<file path="src/design/zb32_pkg.sv">
// shared types, constants and alphabet functions for the z-base-32 stream codec
// no dependencies; imported by every module of the block
package zb32_pkg;

    // direction register codes
    localparam logic DIR_ENCODE = 1'b0;
    localparam logic DIR_DECODE = 1'b1;

    // apb register map: word index taken from paddr bit 2
    localparam int  PADDR_W       = 3;
    localparam logic REG_DIRECTION = 1'b0;

    // internal accumulator never holds more than seven bits
    localparam int ACC_W  = 7;
    localparam int PEND_W = 3;

    // input item
    typedef struct packed {
        logic [7:0] in_byte;
        logic       in_last;
    } t_in_item;

    // result item
    typedef struct packed {
        logic [7:0] out_byte;
        logic       run_last;
        logic       message_end;
    } t_out_item;

    // all results caused by one input item
    typedef struct packed {
        logic [1:0]      cnt;
        logic [2:0][7:0] vals;
        logic            last;
    } t_group;

    // configuration state seen by the datapath
    typedef struct packed {
        logic direction;
        logic clear;
    } t_cfg;

    // symbol lookup result
    typedef struct packed {
        logic       hit;
        logic [4:0] val;
    } t_sym;

    // 5-bit value to alphabet character
    function automatic logic [7:0] enc_char(input logic [4:0] idx);
        logic [7:0] c;
        unique case (idx)
            5'd0:  c = "y";  5'd1:  c = "b";  5'd2:  c = "n";  5'd3:  c = "d";
            5'd4:  c = "r";  5'd5:  c = "f";  5'd6:  c = "g";  5'd7:  c = "8";
            5'd8:  c = "e";  5'd9:  c = "j";  5'd10: c = "k";  5'd11: c = "m";
            5'd12: c = "c";  5'd13: c = "p";  5'd14: c = "q";  5'd15: c = "x";
            5'd16: c = "o";  5'd17: c = "t";  5'd18: c = "1";  5'd19: c = "u";
            5'd20: c = "w";  5'd21: c = "i";  5'd22: c = "s";  5'd23: c = "z";
            5'd24: c = "a";  5'd25: c = "3";  5'd26: c = "4";  5'd27: c = "5";
            5'd28: c = "h";  5'd29: c = "7";  5'd30: c = "6";  5'd31: c = "9";
            default: c = "y";
        endcase
        return c;
    endfunction

    // character to 5-bit value, hit low for anything outside the alphabet
    function automatic t_sym dec_char(input logic [7:0] ch);
        t_sym s;
        s = '0;
        for (int k = 0; k < 32; k++) begin
            if (enc_char(5'(k)) == ch) begin
                s.hit = 1'b1;
                s.val = 5'(k);
            end
        end
        return s;
    endfunction

    // low-bit mask of r ones; r of seven wraps to all ones
    function automatic logic [ACC_W-1:0] low_mask(input logic [PEND_W-1:0] r);
        return (ACC_W'(1) << r) - ACC_W'(1);
    endfunction

endpackage

</file>
<file path="src/design/zbase32_stream_codec.sv">
// top level of the z-base-32 stream codec: apb register, datapath, result drain
// depends on zb32_pkg, zb32_cfg, zb32_core, zb32_drain
//
//  channel   signals                                 payload
//  input     i_in_valid / o_in_stall / i_in_data     t_in_item  (in_byte, in_last)
//  output    o_out_valid / i_out_stall / o_out_data  t_out_item (out_byte, run_last,
//                                                               message_end)
//  config    psel penable pwrite paddr pwdata prdata pready     (direction at 0x0)
//
// an item is worked out in the cycle it is taken and its results (none to three)
// pass through the group register and then the output register, one transfer per
// cycle while the output is not stalled; a byte giving several results stalls the
// input until its last one loads into the single output register (a decoded character gives at most one result).
// synchronous active-low reset clears direction, accumulator and both valids.
// an output stall holds the output register and, once the held group is
// pending, the input stall rises; a direction write clears the accumulator.
module zbase32_stream_codec
    import zb32_pkg::*;
(
    input  logic               i_clk,
    input  logic               i_rst_n,
    input  logic               i_in_valid,
    output logic               o_in_stall,
    input  t_in_item           i_in_data,
    output logic               o_out_valid,
    input  logic               i_out_stall,
    output t_out_item          o_out_data,
    input  logic               psel,
    input  logic               penable,
    input  logic               pwrite,
    input  logic [PADDR_W-1:0] paddr,
    input  logic [31:0]        pwdata,
    output logic [31:0]        prdata,
    output logic               pready
);

    t_cfg   cfg;
    t_group group;
    logic   accept;

    // configuration register
    zb32_cfg u_cfg (
        .i_clk   (i_clk),
        .i_rst_n (i_rst_n),
        .psel    (psel),
        .penable (penable),
        .pwrite  (pwrite),
        .paddr   (paddr),
        .pwdata  (pwdata),
        .prdata  (prdata),
        .pready  (pready),
        .o_cfg   (cfg)
    );

    // accumulator and per-item results
    zb32_core u_core (
        .i_clk    (i_clk),
        .i_rst_n  (i_rst_n),
        .i_cfg    (cfg),
        .i_item   (i_in_data),
        .i_accept (accept),
        .o_group  (group)
    );

    // one result transfer per cycle while the output is not stalled
    zb32_drain u_drain (
        .i_clk       (i_clk),
        .i_rst_n     (i_rst_n),
        .i_group     (group),
        .i_in_valid  (i_in_valid),
        .o_in_stall  (o_in_stall),
        .o_accept    (accept),
        .o_out_valid (o_out_valid),
        .i_out_stall (i_out_stall),
        .o_out_data  (o_out_data)
    );

endmodule

</file>
<file path="src/design/zb32_cfg.sv">
// apb configuration register: direction bit with a state clear pulse on write
// depends on zb32_pkg
module zb32_cfg
    import zb32_pkg::*;
(
    input  logic               i_clk,
    input  logic               i_rst_n,
    input  logic               psel,
    input  logic               penable,
    input  logic               pwrite,
    input  logic [PADDR_W-1:0] paddr,
    input  logic [31:0]        pwdata,
    output logic [31:0]        prdata,
    output logic               pready,
    output t_cfg               o_cfg
);

    logic r_direction;
    logic n_direction;
    logic wr_hit;

    // write decode
    assign wr_hit = psel && penable && pwrite && (paddr[2] == REG_DIRECTION);

    always_comb begin
        n_direction = r_direction;
        if (wr_hit) begin
            n_direction = pwdata[0];
        end
    end

    always_ff @(posedge i_clk) begin
        if (!i_rst_n) begin
            r_direction <= DIR_ENCODE;
        end else begin
            r_direction <= n_direction;
        end
    end

    // read data and status
    assign prdata = (paddr[2] == REG_DIRECTION) ? {31'd0, r_direction} : 32'd0;
    assign pready = 1'b1;

    assign o_cfg.direction = r_direction;
    assign o_cfg.clear     = wr_hit;

endmodule

</file>
<file path="src/design/zb32_core.sv">
// codec datapath: bit accumulator state and the per-item result computation
// depends on zb32_pkg
module zb32_core
    import zb32_pkg::*;
(
    input  logic     i_clk,
    input  logic     i_rst_n,
    input  t_cfg     i_cfg,
    input  t_in_item i_item,
    input  logic     i_accept,
    output t_group   o_group
);

    logic [ACC_W-1:0]  r_acc;
    logic [ACC_W-1:0]  n_acc;
    logic [PEND_W-1:0] r_pend;
    logic [PEND_W-1:0] n_pend;

    // encode side
    logic [11:0]       w_e;
    logic [3:0]        sum_e;
    logic [3:0]        s0_e;
    logic [3:0]        s1_e;
    logic              two_e;
    logic [PEND_W-1:0] rem_e;
    logic [4:0]        c0_e;
    logic [4:0]        c1_e;
    logic [4:0]        pad_e;
    logic [16:0]       pad_sh;
    logic              need_pad;

    // decode side
    t_sym              sym;
    logic [11:0]       w_d;
    logic [3:0]        sum_d;
    logic [3:0]        s_d;
    logic              emit_d;
    logic [PEND_W-1:0] rem_d;
    logic [7:0]        byte_d;

    logic [ACC_W-1:0]  step_acc;
    logic [PEND_W-1:0] step_pend;

    // encode: up to two full groups, then an optional zero-padded group
    always_comb begin
        w_e      = {r_acc[3:0], i_item.in_byte};
        sum_e    = {1'b0, r_pend} + 4'd8;
        two_e    = (sum_e >= 4'd10);
        s0_e     = sum_e - 4'd5;
        s1_e     = sum_e - 4'd10;
        c0_e     = w_e[s0_e +: 5];
        c1_e     = 5'(w_e >> s1_e);
        rem_e    = two_e ? PEND_W'(s1_e) : PEND_W'(s0_e);
        pad_sh   = {w_e, 5'd0} >> rem_e;
        pad_e    = pad_sh[4:0];
        need_pad = i_item.in_last && (rem_e != '0);
    end

    // decode: five bits per alphabet character, a byte once eight are held
    always_comb begin
        sym    = dec_char(i_item.in_byte);
        w_d    = {r_acc, sym.val};
        sum_d  = {1'b0, r_pend} + 4'd5;
        emit_d = (sum_d >= 4'd8);
        s_d    = sum_d - 4'd8;
        byte_d = 8'(w_d >> s_d);
        rem_d  = emit_d ? PEND_W'(s_d) : PEND_W'(sum_d);
    end

    // result group and state after the item
    always_comb begin
        o_group      = '0;
        o_group.last = i_item.in_last;
        step_acc     = r_acc;
        step_pend    = r_pend;
        if (i_cfg.direction == DIR_ENCODE) begin
            o_group.vals[0] = enc_char(c0_e);
            o_group.vals[1] = two_e ? enc_char(c1_e) : enc_char(pad_e);
            o_group.vals[2] = enc_char(pad_e);
            o_group.cnt     = 2'd1 + {1'b0, two_e} + {1'b0, need_pad};
            step_acc        = w_e[ACC_W-1:0] & low_mask(rem_e);
            step_pend       = rem_e;
        end else if (sym.hit) begin
            o_group.vals[0] = byte_d;
            o_group.cnt     = {1'b0, emit_d};
            step_acc        = w_d[ACC_W-1:0] & low_mask(rem_d);
            step_pend       = rem_d;
        end
    end

    always_comb begin
        n_acc  = r_acc;
        n_pend = r_pend;
        if (i_cfg.clear) begin
            n_acc  = '0;
            n_pend = '0;
        end else if (i_accept) begin
            n_acc  = i_item.in_last ? '0 : step_acc;
            n_pend = i_item.in_last ? '0 : step_pend;
        end
    end

    always_ff @(posedge i_clk) begin
        if (!i_rst_n) begin
            r_acc  <= '0;
            r_pend <= '0;
        end else begin
            r_acc  <= n_acc;
            r_pend <= n_pend;
        end
    end

endmodule

</file>
<file path="src/design/zb32_drain.sv">
// result group register and output register, one result transfer per cycle while the output is not stalled
// depends on zb32_pkg
module zb32_drain
    import zb32_pkg::*;
(
    input  logic      i_clk,
    input  logic      i_rst_n,
    input  t_group    i_group,
    input  logic      i_in_valid,
    output logic      o_in_stall,
    output logic      o_accept,
    output logic      o_out_valid,
    input  logic      i_out_stall,
    output t_out_item o_out_data
);

    logic      r_grp_valid;
    logic      n_grp_valid;
    t_group    r_grp;
    t_group    n_grp;
    logic [1:0] r_idx;
    logic [1:0] n_idx;
    logic      r_out_valid;
    logic      n_out_valid;
    t_out_item r_out;
    t_out_item n_out;

    logic      out_load;
    logic      is_final;
    logic      grp_done;
    logic      grp_free;
    logic [7:0] cur_byte;

    // pick the pending result of the held group
    always_comb begin
        case (r_idx)
            2'd0:    cur_byte = r_grp.vals[0];
            2'd1:    cur_byte = r_grp.vals[1];
            default: cur_byte = r_grp.vals[2];
        endcase
    end

    // handshake control
    assign out_load   = !r_out_valid || !i_out_stall;
    assign is_final   = (r_idx == r_grp.cnt - 2'd1);
    assign grp_done   = r_grp_valid && out_load && is_final;
    assign grp_free   = !r_grp_valid || grp_done;
    assign o_in_stall = !grp_free;
    assign o_accept   = i_in_valid && grp_free;

    // output register
    always_comb begin
        n_out_valid = r_out_valid;
        n_out       = r_out;
        if (out_load) begin
            n_out_valid          = r_grp_valid;
            n_out.out_byte       = cur_byte;
            n_out.run_last       = is_final;
            n_out.message_end    = is_final && r_grp.last;
        end
    end

    // group register
    always_comb begin
        n_grp_valid = r_grp_valid;
        n_grp       = r_grp;
        n_idx       = r_idx;
        if (o_accept && (i_group.cnt != 2'd0)) begin
            n_grp_valid = 1'b1;
            n_grp       = i_group;
            n_idx       = 2'd0;
        end else if (grp_done) begin
            n_grp_valid = 1'b0;
        end else if (r_grp_valid && out_load) begin
            n_idx = r_idx + 2'd1;
        end
    end

    always_ff @(posedge i_clk) begin
        if (!i_rst_n) begin
            r_grp_valid <= 1'b0;
            r_out_valid <= 1'b0;
            r_idx       <= 2'd0;
        end else begin
            r_grp_valid <= n_grp_valid;
            r_out_valid <= n_out_valid;
            r_idx       <= n_idx;
        end
        r_grp <= n_grp;
        r_out <= n_out;
    end

    assign o_out_valid = r_out_valid;
    assign o_out_data  = r_out;

endmodule
</file>
<file path="config.mk">
export PLATFORM = sky130hd
export DESIGN_NAME = zbase32_stream_codec
export DESIGN_NICKNAME = d
export VERILOG_FILES = /design/src/design/zb32_pkg.sv /design/src/design/zbase32_stream_codec.sv /design/src/design/zb32_cfg.sv /design/src/design/zb32_core.sv /design/src/design/zb32_drain.sv
export SDC_FILE = /design/constraint.sdc
export NUM_CORES = 1
export LEC_CHECK = 0
export BUFFER_PORTS_ARGS = -buffer_cell sky130_fd_sc_hd__clkbuf_2
export CAP_MARGIN = 5
export CELL_PAD_IN_SITES_DETAIL_PLACEMENT = 1
export CELL_PAD_IN_SITES_GLOBAL_PLACEMENT = 1
export CORE_MARGIN = 2
export CORE_UTILIZATION = 30
export DETAILED_ROUTE_END_ITERATION = 8
export PLACE_DENSITY = 0.66
export SLEW_MARGIN = 10
export SYNTH_ARGS = -nofsm -noshare
export SYNTH_HDL_FRONTEND = slang
export SYNTH_HIERARCHICAL = 1
export SYNTH_SLANG_ARGS = --single-unit
export TNS_END_PERCENT = 20
</file>
<file path="constraint.sdc">
create_clock -name i_clk -period 6.92 [get_ports i_clk]
set_clock_uncertainty 0.1 [all_clocks]
set_input_delay 0.692 -clock i_clk [delete_from_list [all_inputs] [get_ports i_clk]]
set_output_delay 0.692 -clock i_clk [all_outputs]
set_load 0.02 [all_outputs]
</file>
==> summary.md, run 1 <==
| Metric | Value |
|---|---|
| Final Hold Fails | `0` |
| Port bufs | `30` |
| Crit path required time | `6.85 ns` |
| WS Path Type | `reg -> reg` |
| Sequential fraction of the synthesis area | `20.1%` |
| Clock transition at the registers of the reported paths | `0.07 ns` |
| Critical path arrival | `4.87 ns` |
| Initial antenna violation count | `0` |
| Cell taking the most area after synthesis | `edfxtp_1` |
| Pleak | `2.73 nW` |
| Clock Latency Late Sink | `0.29 ns` |
| GP Congestion | `0.821` |
| Post-DRT Antenna Nets | `0` |
| Yosys synthesis warning count | `6` |
| Cells after Synth | `815` |
| Die width | `157 um` |
| Dominant synthesized flop cell | `edfxtp_1` |
| Final Cycle Share | `71.4%` |
| Initial Util | `30.8%` |
| Resize count post-CTS | `0` |
| TritonCTS Sinks | `52` |
| Total Routing Usage GR | `16.7%` |
| Number of H-tree levels | `2` |
| Final WS setup | `1.98 ns` |
| IR drop worst, VDD | `113 uV` |
| Worst hold path class | `reg -> reg` |
| F_max | `0.202 GHz` |
| Max-cap violations | `0` |
| Synth area leaders | `edfxtp_1 (16%), mux4_2 (6.7%), ha_1 (6.6%)` |
| Io pins | `96` |
| Die area | `24,600 sq um` |
| Actual slew at the worst max-slew pin | `0.988 ns` |
| Post-synth EDFFs | `37` |
| Synth top area share | `15.8%` |
| Most frequent cells after synthesis | `nand2_1 (83), a21oi_1 (50), buf_4 (49)` |
| Hold slack | `0.386 ns` |
| Hold_buf cts | `0` |
| Vias/cell | `5.61` |
| Final setup violation count | `0` |
| Largest fanout on the critical path | `21` |
| Area Growth Syn to Fin | `3.16%` |
| CTS tree | `done` |
| Pwr dens | `254 nW/um^2` |
| Unique masters post-synth | `110` |
| Drt drc | `0` |
| Outcome | `complete, no violations` |
| Worst Setup Start Kind | `flip-flop` |
| Post-Place Setup Slack | `2.06 ns` |
| Max-slew headroom | `33.3%` |
| Asr flop ratio synth | `0%` |
| Pins over their slew limit | `0` |
| Non-Filler Instances | `1,102` |
| First-pass GRT wire length | `32,900 um` |
| Antenna diodes | `0` |
| DR iter-0 viols | `429` |
| Share of cells above drive strength 1 | `16.0%` |
| Syn Area/Cell | `8.60 sq um` |
| Vias in the first global route | `5,785` |
| CP Capture Type | `flip-flop` |
| #FFs+latches synth | `52` |
| DR vias | `6,186` |
| Most frequent cell after synthesis | `nand2_1` |
| Largest net degree at the start of global routing | `58` |
| Core Rows | `55` |
| Die Y | `157 um` |
| Setup tns final | `0 ns` |
| Total gr overflow | `0` |
| Syn Std Cell Area | `7010 sq um` |
| Nets@finish | `876` |
| Cells on worst reg2reg path | `13` |
| Post-CTS Setup Inserts | `0` |
| First-pass DRT Iterations | `5` |
| RSZ-0062 raised after global routing | `false` |
| Tmin final | `4.94 ns` |
| CTS Buf Count | `5` |
| HPWL after detailed placement | `14,900 um` |
| Final wirelength | `20,800 um` |
| Routed length per placed instance | `18.9 um` |
| Core Box Area | `22,800 sq um` |
| Clk root buf | `clkbuf_16` |
| Maximum root-to-sink buffer count | `2` |
| # placed instances | `1,094` |
| WHS Path Cells | `2` |
[cell type report]
cell class / instances / area (sq um)
Fill cell: 2716 / 15500
Multi-Input combinational cell: 654 / 4930
Timing Repair Buffer: 38 / 210
Inverter: 37 / 139
Clock inverter: 3 / 26.3
Tap cell: 313 / 392
Sequential cell: 52 / 1410
Clock buffer: 5 / 125
[worst max-delay path: stages (launching register included)]
cell,delay (ns)
dfxtp_1,0.81
inv_1,0.24
ha_1,0.55
nor2_1,0.56
nor4_2,0.11
buf_4,0.21
nor2_1,0.44
inv_1,0.17
ha_1,0.41
inv_1,0.08
a221oi_1,0.45
a2111oi_4,0.09
a211oi_2,0.28
o22ai_1,0.13
[cells in the final DEF (no fill, tap or decap), types with 10 or more instances in the layout]
master / count
o21ai_0: 45
and3_1: 11
a21oi_1: 50
inv_1: 33
mux4_2: 21
nor3_1: 17
mux2i_1: 26
edfxtp_1: 37
a22oi_1: 12
nor2b_1: 12
mux2_2: 10
a31oi_1: 10
conb_1: 34
nand2b_1: 17
o211ai_1: 18
o22ai_1: 11
nor2_1: 37
nand2_1: 83
ha_1: 37
a211oi_1: 11
clkbuf_2: 30
nand3_1: 18
dfxtp_1: 14
[final timing paths]
path,start,end,slack (ns)
setup / recovery,u_core/r_pend[2]$_SDFFE_PP0P_,u_drain/r_grp[13]$_DFFE_PP_,1.98
hold / removal,u_core/r_acc[4]$_SDFFE_PP0P_,u_core/r_acc[4]$_SDFFE_PP0P_,0.39
setup reg to reg,u_core/r_pend[2]$_SDFFE_PP0P_,u_drain/r_grp[13]$_DFFE_PP_,1.98
hold reg to reg,u_core/r_acc[4]$_SDFFE_PP0P_,u_core/r_acc[4]$_SDFFE_PP0P_,0.39
[per-layer routing]
metal	up-vias	track usage, %	part of all wire (%)
met1	3115	24.9	50
met2	125	27.0	46
li1	2938	-	-
met4	0	2.45	0.54
met3	8	1.08	3.5
met5	-	0	0
[per-stage QoR]
stage / area, sq um / util (%) / power (W)
floorplan: 7130 / - / 0.00135
finish: 7230 / 31.7 / 0.00184
global route: 7230 / 31.7 / 0.00197
global placement: 7080 / 31.1 / 0.00157
CTS: 7230 / 31.7 / 0.00184
detailed placement: 7080 / 31.1 / 0.00158
[registers in the layout, summed over array words and instances, names as in the netlist]
name / count
u_cfg/r_direction: 1
u_core/r_acc: 7
u_core/r_pend: 3
u_drain/o_out_data: 10
u_drain/o_out_valid: 1
u_drain/r_grp: 27
u_drain/r_grp_valid: 1
u_drain/r_idx: 2
[where the power goes]
part / internal (W) / switching (W) / leakage (nW)
Sequential: 0.000442 / 0.0000381 / 0.473
Combinational: 0.000413 / 0.000690 / 2.18
Clock: 0.000137 / 0.000114 / 0.0748
Total: 0.000993 / 0.000843 / 2.73
[kinds of logic (layout without fill, tap and decap cells)]
kind of cell	after synthesis	in the layout	share of synthesized area, %
AO/OA/AOI/OAI	251	251	26.6
buffers and inverters	140	83	11.3
other	3	34	0.161
AND/OR/NAND/NOR	256	256	19.1
XOR/XNOR	13	13	2.21
multiplexers	63	63	13.9
flip-flops	52	52	20.1
adder cells (fa/ha/maj)	37	37	6.60
No activity file was read; power rests on OpenSTA's default activity.
==> run 2, diff against run 1 <==
==> constraint.sdc (replaced) <==
create_clock -name i_clk -period 4.9 [get_ports i_clk]
set_clock_uncertainty 0.1 [all_clocks]
set_input_delay 0.49 -clock i_clk [delete_from_list [all_inputs] [get_ports i_clk]]
set_output_delay 0.49 -clock i_clk [all_outputs]
set_load 0.02 [all_outputs]
==> summary.md, run 2 (synthesis results as in run 1) <==
| Metric | Value |
|---|---|
| Outcome | `complete, no violations` |
| First-pass DRT Iterations | `5` |
| Final Cycle Share | `87.1%` |
| IR drop worst, VDD | `148 uV` |
| Pwr dens | `355 nW/um^2` |
| Slowest-stage cell, CP | `ha_1` |
| Port bufs | `30` |
| Die width | `157 um` |
| Pins over their slew limit | `0` |
| Critical path arrival | `4.19 ns` |
| Core Box Area | `22,800 sq um` |
| Critical Path, Cell by Cell | `inv_2, buf_4, ha_1, nand2b_1, nand2_4, inv_2, mux4_1, nand2b_1, ha_1, inv_1, a221oi_1, a2111oi_4, a211oi_2, o22ai_1` |
| Clock power frac | `13.0%` |
| Largest net degree at the start of global routing | `58` |
| DR vias | `6,200` |
| Nets@finish | `889` |
| Die area | `24,600 sq um` |
| Final setup violation count | `0` |
| Final WS setup | `0.630 ns` |
| Io pins | `96` |
| Vias in the first global route | `5,987` |
| Post-CTS Setup Inserts | `0` |
| NetSw | `0.00118 W` |
| WS Path Type | `reg -> reg` |
| RSZ-0062 raised after global routing | `false` |
| Reg-to-reg critical path startpoint | `u_core/r_pend[0]$_SDFFE_PP0P_` |
| Routed length per placed instance | `19.1 um` |
| CP Capture Type | `flip-flop` |
| F_max | `0.234 GHz` |
| Reg-to-reg endpoint | `u_drain/r_grp[13]$_DFFE_PP_` |
| Slowest stage delay, CP | `0.48 ns` |
| Clk root buf | `clkbuf_16` |
| CTS tree | `done` |
| Clock transition at the registers of the reported paths | `0.07 ns` |
| Max reg flops | `27` |
| Sw frac | `45.5%` |
| # placed instances | `1,107` |
| Logic pwr share | `61.1%` |
| Post-DRT Antenna Nets | `0` |
| Initial Util | `30.8%` |
| First-pass GRT wire length | `33,800 um` |
| Total Routing Usage GR | `17.2%` |
| Tmin final | `4.27 ns` |
| Top reg by flops | `u_drain/r_grp` |
| Maximum root-to-sink buffer count | `2` |
| Total gr overflow | `0` |
| WHS Path Cells | `3` |
| Commonest non-fill, non-tap cell in the layout | `nand2_1` |
| Final wirelength | `21,400 um` |
| Final Hold Fails | `0` |
| Vias/cell | `5.56` |
| Pint | `0.00141 W` |
| Core Rows | `55` |
| Critical hold path startpoint | `pwdata[0]` |
| Die Y | `157 um` |
| Share of cells above drive strength 1 | `17.2%` |
| Hold_buf cts | `0` |
| Area Growth Syn to Fin | `4.46%` |
| Post-Place Setup Slack | `0.683 ns` |
| Actual slew at the worst max-slew pin | `1.05 ns` |
| Largest fanout on the critical path | `12` |
| Resize count post-CTS | `0` |
| Final instance area | `7320 sq um` |
| R2R setup slack | `0.63 ns` |
| Pleak | `2.78 nW` |
| CTS Buf Count | `5` |
| Worst hold path class | `in -> reg` |
| Clock Latency Late Sink | `0.28 ns` |
| TritonCTS Sinks | `52` |
| Most frequent cells in the layout | `nand2_1 (83), a21oi_1 (50), o21ai_0 (45)` |
| Initial antenna violation count | `0` |
| Cells on worst reg2reg path | `14` |
| Max-cap violations | `0` |
| Placed cell areas | `7180 sq um` |
| Crit path required time | `4.82 ns` |
| Layout Utilization | `32.2%` |
| Antenna diodes | `0` |
| Drt drc | `0` |
| Setup tns final | `0 ns` |
| GP Congestion | `0.871` |
| Max-slew headroom | `28.8%` |
| DR iter-0 viols | `472` |
| Reg power frac | `25.9%` |
| Non-Filler Instances | `1,115` |
| Worst Hold End | `u_cfg/r_direction$_SDFFE_PN0P_` |
| HPWL after detailed placement | `15,600 um` |
| Number of H-tree levels | `2` |
| Worst Setup Start Kind | `flip-flop` |
==> run 2: cell count changes in the layout (fill, tap and decap cells not counted) <==
cell and change:
inv_6 -2, clkinvlp_4 +1, clkbuf_1 +1, buf_4 +13
==> run 2: routing by layer <==
layer | wire length (um) | track usage [%]
met1 | 10700 | 26.1
met2 | 9710 | 27.2
met3 | 694 | 0.692
met4 | 262 | 3.28
met5 | 0 | 0
==> run 2: metrics by stage <==
stage | power (W) | hold slack [ns]
after floorplan | 0.00191 | 0.344
after detailed placement | 0.00226 | 0.377
after CTS | 0.00261 | 0.332
after global placement | 0.00224 | 0.368
after global routing | 0.00279 | 0.366
final | 0.00260 | 0.335
==> run 2: power groups by stage <==
stage               clock network [W]  registers (W)  logic, W
detailed placement                  0       0.000682   0.00158
global placement                    0       0.000678   0.00156
global route                 0.000363       0.000684   0.00174
CTS                          0.000346       0.000673   0.00159
floorplan                           0       0.000703   0.00121
finish                       0.000336       0.000672   0.00159
==> run 2: cell type report <==
cell class / instances / area, sq um
Clock inverter: 2 / 16.3
Clock buffer: 6 / 129
Inverter: 37 / 139
Timing Repair Buffer: 51 / 308
Fill cell: 2706 / 15500
Multi-Input combinational cell: 654 / 4930
Tap cell: 313 / 392
Sequential cell: 52 / 1410
==> run 2: worst max path at each step <==
stage                                              from                          end  slack (ns)  cells after the start
after global placement    u_core/r_pend[0]$_SDFFE_PP0P_  u_drain/r_grp[13]$_DFFE_PP_        0.68                     14
after global routing      u_core/r_pend[0]$_SDFFE_PP0P_  u_drain/r_grp[13]$_DFFE_PP_        0.42                     14
final                     u_core/r_pend[0]$_SDFFE_PP0P_  u_drain/r_grp[13]$_DFFE_PP_        0.63                     14
after floorplan           u_core/r_pend[0]$_SDFFE_PP0P_   u_drain/r_grp[0]$_DFFE_PP_        0.15                     14
after CTS                 u_core/r_pend[0]$_SDFFE_PP0P_  u_drain/r_grp[13]$_DFFE_PP_        0.65                     14
after detailed placement  u_core/r_pend[0]$_SDFFE_PP0P_  u_drain/r_grp[13]$_DFFE_PP_        0.68                     14
==> run 2: critical path, delay by kind of cell (launching register included) <==
kind,cells,cell delay (ns)
compound gates,4,0.96
fa+ha+maj,2,0.82
buf+inv,4,0.62
flops,1,0.34
mux,1,0.37
simple gates,3,0.79
==> run 3, diff against run 2 <==
--- a/config.mk
+++ b/config.mk
@@ -9,6 +9,7 @@
 export CAP_MARGIN = 5
 export CELL_PAD_IN_SITES_DETAIL_PLACEMENT = 1
 export CELL_PAD_IN_SITES_GLOBAL_PLACEMENT = 1
+export CORE_ASPECT_RATIO = 0.9
 export CORE_MARGIN = 2
 export CORE_UTILIZATION = 30
 export DETAILED_ROUTE_END_ITERATION = 8
==> constraint.sdc (replaced) <==
create_clock -name i_clk -period 5.3 [get_ports i_clk]
set_clock_uncertainty 0.1 [all_clocks]
set_input_delay 0.53 -clock i_clk [delete_from_list [all_inputs] [get_ports i_clk]]
set_output_delay 0.53 -clock i_clk [all_outputs]
set_load 0.02 [all_outputs]
==> summary.md, run 3 (synthesis results as in run 1) <==
| Metric | Value |
|---|---|
| Outcome | `complete, no violations` |
| F_max | `0.220 GHz` |
| Most frequent cells in the layout | `nand2_1 (83), a21oi_1 (50), o21ai_0 (45)` |
| Max-slew headroom | `31.0%` |
| Core Box Area | `23,100 sq um` |
| Max reg flops | `27` |
| Pins over their slew limit | `0` |
| Drt drc | `0` |
| CTS Buf Count | `5` |
| Commonest non-fill, non-tap cell in the layout | `nand2_1` |
| Critical path arrival | `4.54 ns` |
| CP Capture Type | `flip-flop` |
| Largest net degree at the start of global routing | `58` |
| HPWL after detailed placement | `15,800 um` |
| Antenna diodes | `0` |
| Resize count post-CTS | `0` |
| Post-Place Setup Slack | `0.797 ns` |
| Top reg by flops | `u_drain/r_grp` |
| Non-Filler Instances | `1,098` |
| Share of cells above drive strength 1 | `16.7%` |
| GP Congestion | `0.830` |
| Hold_buf cts | `0` |
| Max-cap violations | `0` |
| Critical Path, Cell by Cell | `inv_1, ha_1, buf_4, mux4_2, and3_1, a221oi_2, inv_1, ha_1, nor3_1, a311o_1, o31ai_2` |
| IR drop worst, VDD | `166 uV` |
| Final wirelength | `21,600 um` |
| Routed length per placed instance | `19.7 um` |
| WS Path Type | `reg -> reg` |
| Total Routing Usage GR | `17.4%` |
| Setup tns final | `0 ns` |
| Clk root buf | `clkbuf_16` |
| Die area | `24,600 sq um` |
| Port bufs | `30` |
| CTS tree | `done` |
| Die width | `165 um` |
| Die Y | `149 um` |
| Crit path required time | `5.29 ns` |
| Final Cycle Share | `85.9%` |
| Final WS setup | `0.746 ns` |
| TritonCTS Sinks | `52` |
| Clock Latency Late Sink | `0.29 ns` |
| Core Rows | `53` |
| Number of H-tree levels | `2` |
| Worst hold path class | `reg -> reg` |
| Worst Setup Start Kind | `flip-flop` |
| Pwr dens | `333 nW/um^2` |
| DR iter-0 viols | `514` |
| RSZ-0062 raised after global routing | `false` |
| Nets@finish | `883` |
| Pwr Total | `0.00242 W` |
| Maximum root-to-sink buffer count | `2` |
| Slowest-stage cell, CP | `ha_1` |
| Clock transition at the registers of the reported paths | `0.07 ns` |
| Post-DRT Antenna Nets | `0` |
| Fillers | `2,754` |
| Largest fanout on the critical path | `17` |
| Actual slew at the worst max-slew pin | `1.02 ns` |
| Initial antenna violation count | `0` |
| Vias in the first global route | `5,994` |
| Pleak | `2.76 nW` |
| Post-CTS Setup Inserts | `0` |
| Tmin final | `4.55 ns` |
| Final setup violation count | `0` |
| Io pins | `96` |
| Initial Util | `30.3%` |
| Vias/cell | `5.73` |
| Total gr overflow | `0` |
| # placed instances | `1,090` |
| Slowest stage delay, CP | `0.69 ns` |
| First-pass DRT Iterations | `5` |
| First-pass GRT wire length | `34,400 um` |
| DR vias | `6,287` |
| Area Growth Syn to Fin | `3.66%` |
| Final Hold Fails | `0` |
-- run 3: final cells by class --
| cell class | instances | area, sq um | area share, % |
|---|---|---|---|
| clock buffer | 5 | 125 | 1.72 |
| clock inverter | 3 | 22.5 | 0.310 |
| inverter | 37 | 139 | 1.91 |
| multi-input combinational | 654 | 4930 | 67.8 |
| sequential | 52 | 1410 | 19.4 |
| tap | 302 | 378 | 5.20 |
| timing repair buffer | 45 | 263 | 3.62 |
-- run 3: report_power, final --
part           internal, W  switching (W)  total, W
logic             0.000548       0.000930   0.00148
registers         0.000577      0.0000451  0.000622
clock network     0.000177       0.000143  0.000320
-- run 3: worst paths after layout --
path,slack (ns),depth (start not counted),from,to
min,0.38,2,u_core/r_acc[4]$_SDFFE_PP0P_,u_core/r_acc[4]$_SDFFE_PP0P_
max,0.75,11,u_core/r_pend[1]$_SDFFE_PP0P_,u_drain/r_grp[3]$_DFFE_PP_
max reg2reg,0.75,11,u_core/r_pend[1]$_SDFFE_PP0P_,u_drain/r_grp[3]$_DFFE_PP_
min reg2reg,0.38,2,u_core/r_acc[4]$_SDFFE_PP0P_,u_core/r_acc[4]$_SDFFE_PP0P_
-- run 3: routing by layer --
layer / wire length [um] / GRT usage [%] / vias to the layer above
met5: 0 / 0 / -
met4: 155 / 2.39 / 0
met3: 1100 / 1.47 / 15
met2: 9500 / 26.4 / 163
met1: 10900 / 27.3 / 3146
li1: - / - / 2963
-- run 3: worst max-delay path: cells and delay by family, from the launching register on --
family / cells / cell delay [ns]
buf+inv: 3 / 0.70
flops: 1 / 0.40
mux: 1 / 0.55
compound gates: 3 / 1.18
simple gates: 2 / 0.26
fa+ha+maj: 2 / 1.15
-- run 3: stage by stage --
| step | hold WS, ns | util (%) | instance area [sq um] |
|---|---|---|---|
| 6_report | 0.380 | 31.4 | 7270 |
| 5_1_grt | 0.411 | 31.4 | 7270 |
| 4_1_cts | 0.377 | 31.4 | 7270 |
| 3_5_place_dp | 0.372 | 30.8 | 7120 |
| 3_3_place_gp | 0.366 | 30.8 | 7120 |
| 2_1_floorplan | 0.344 | - | 7130 |
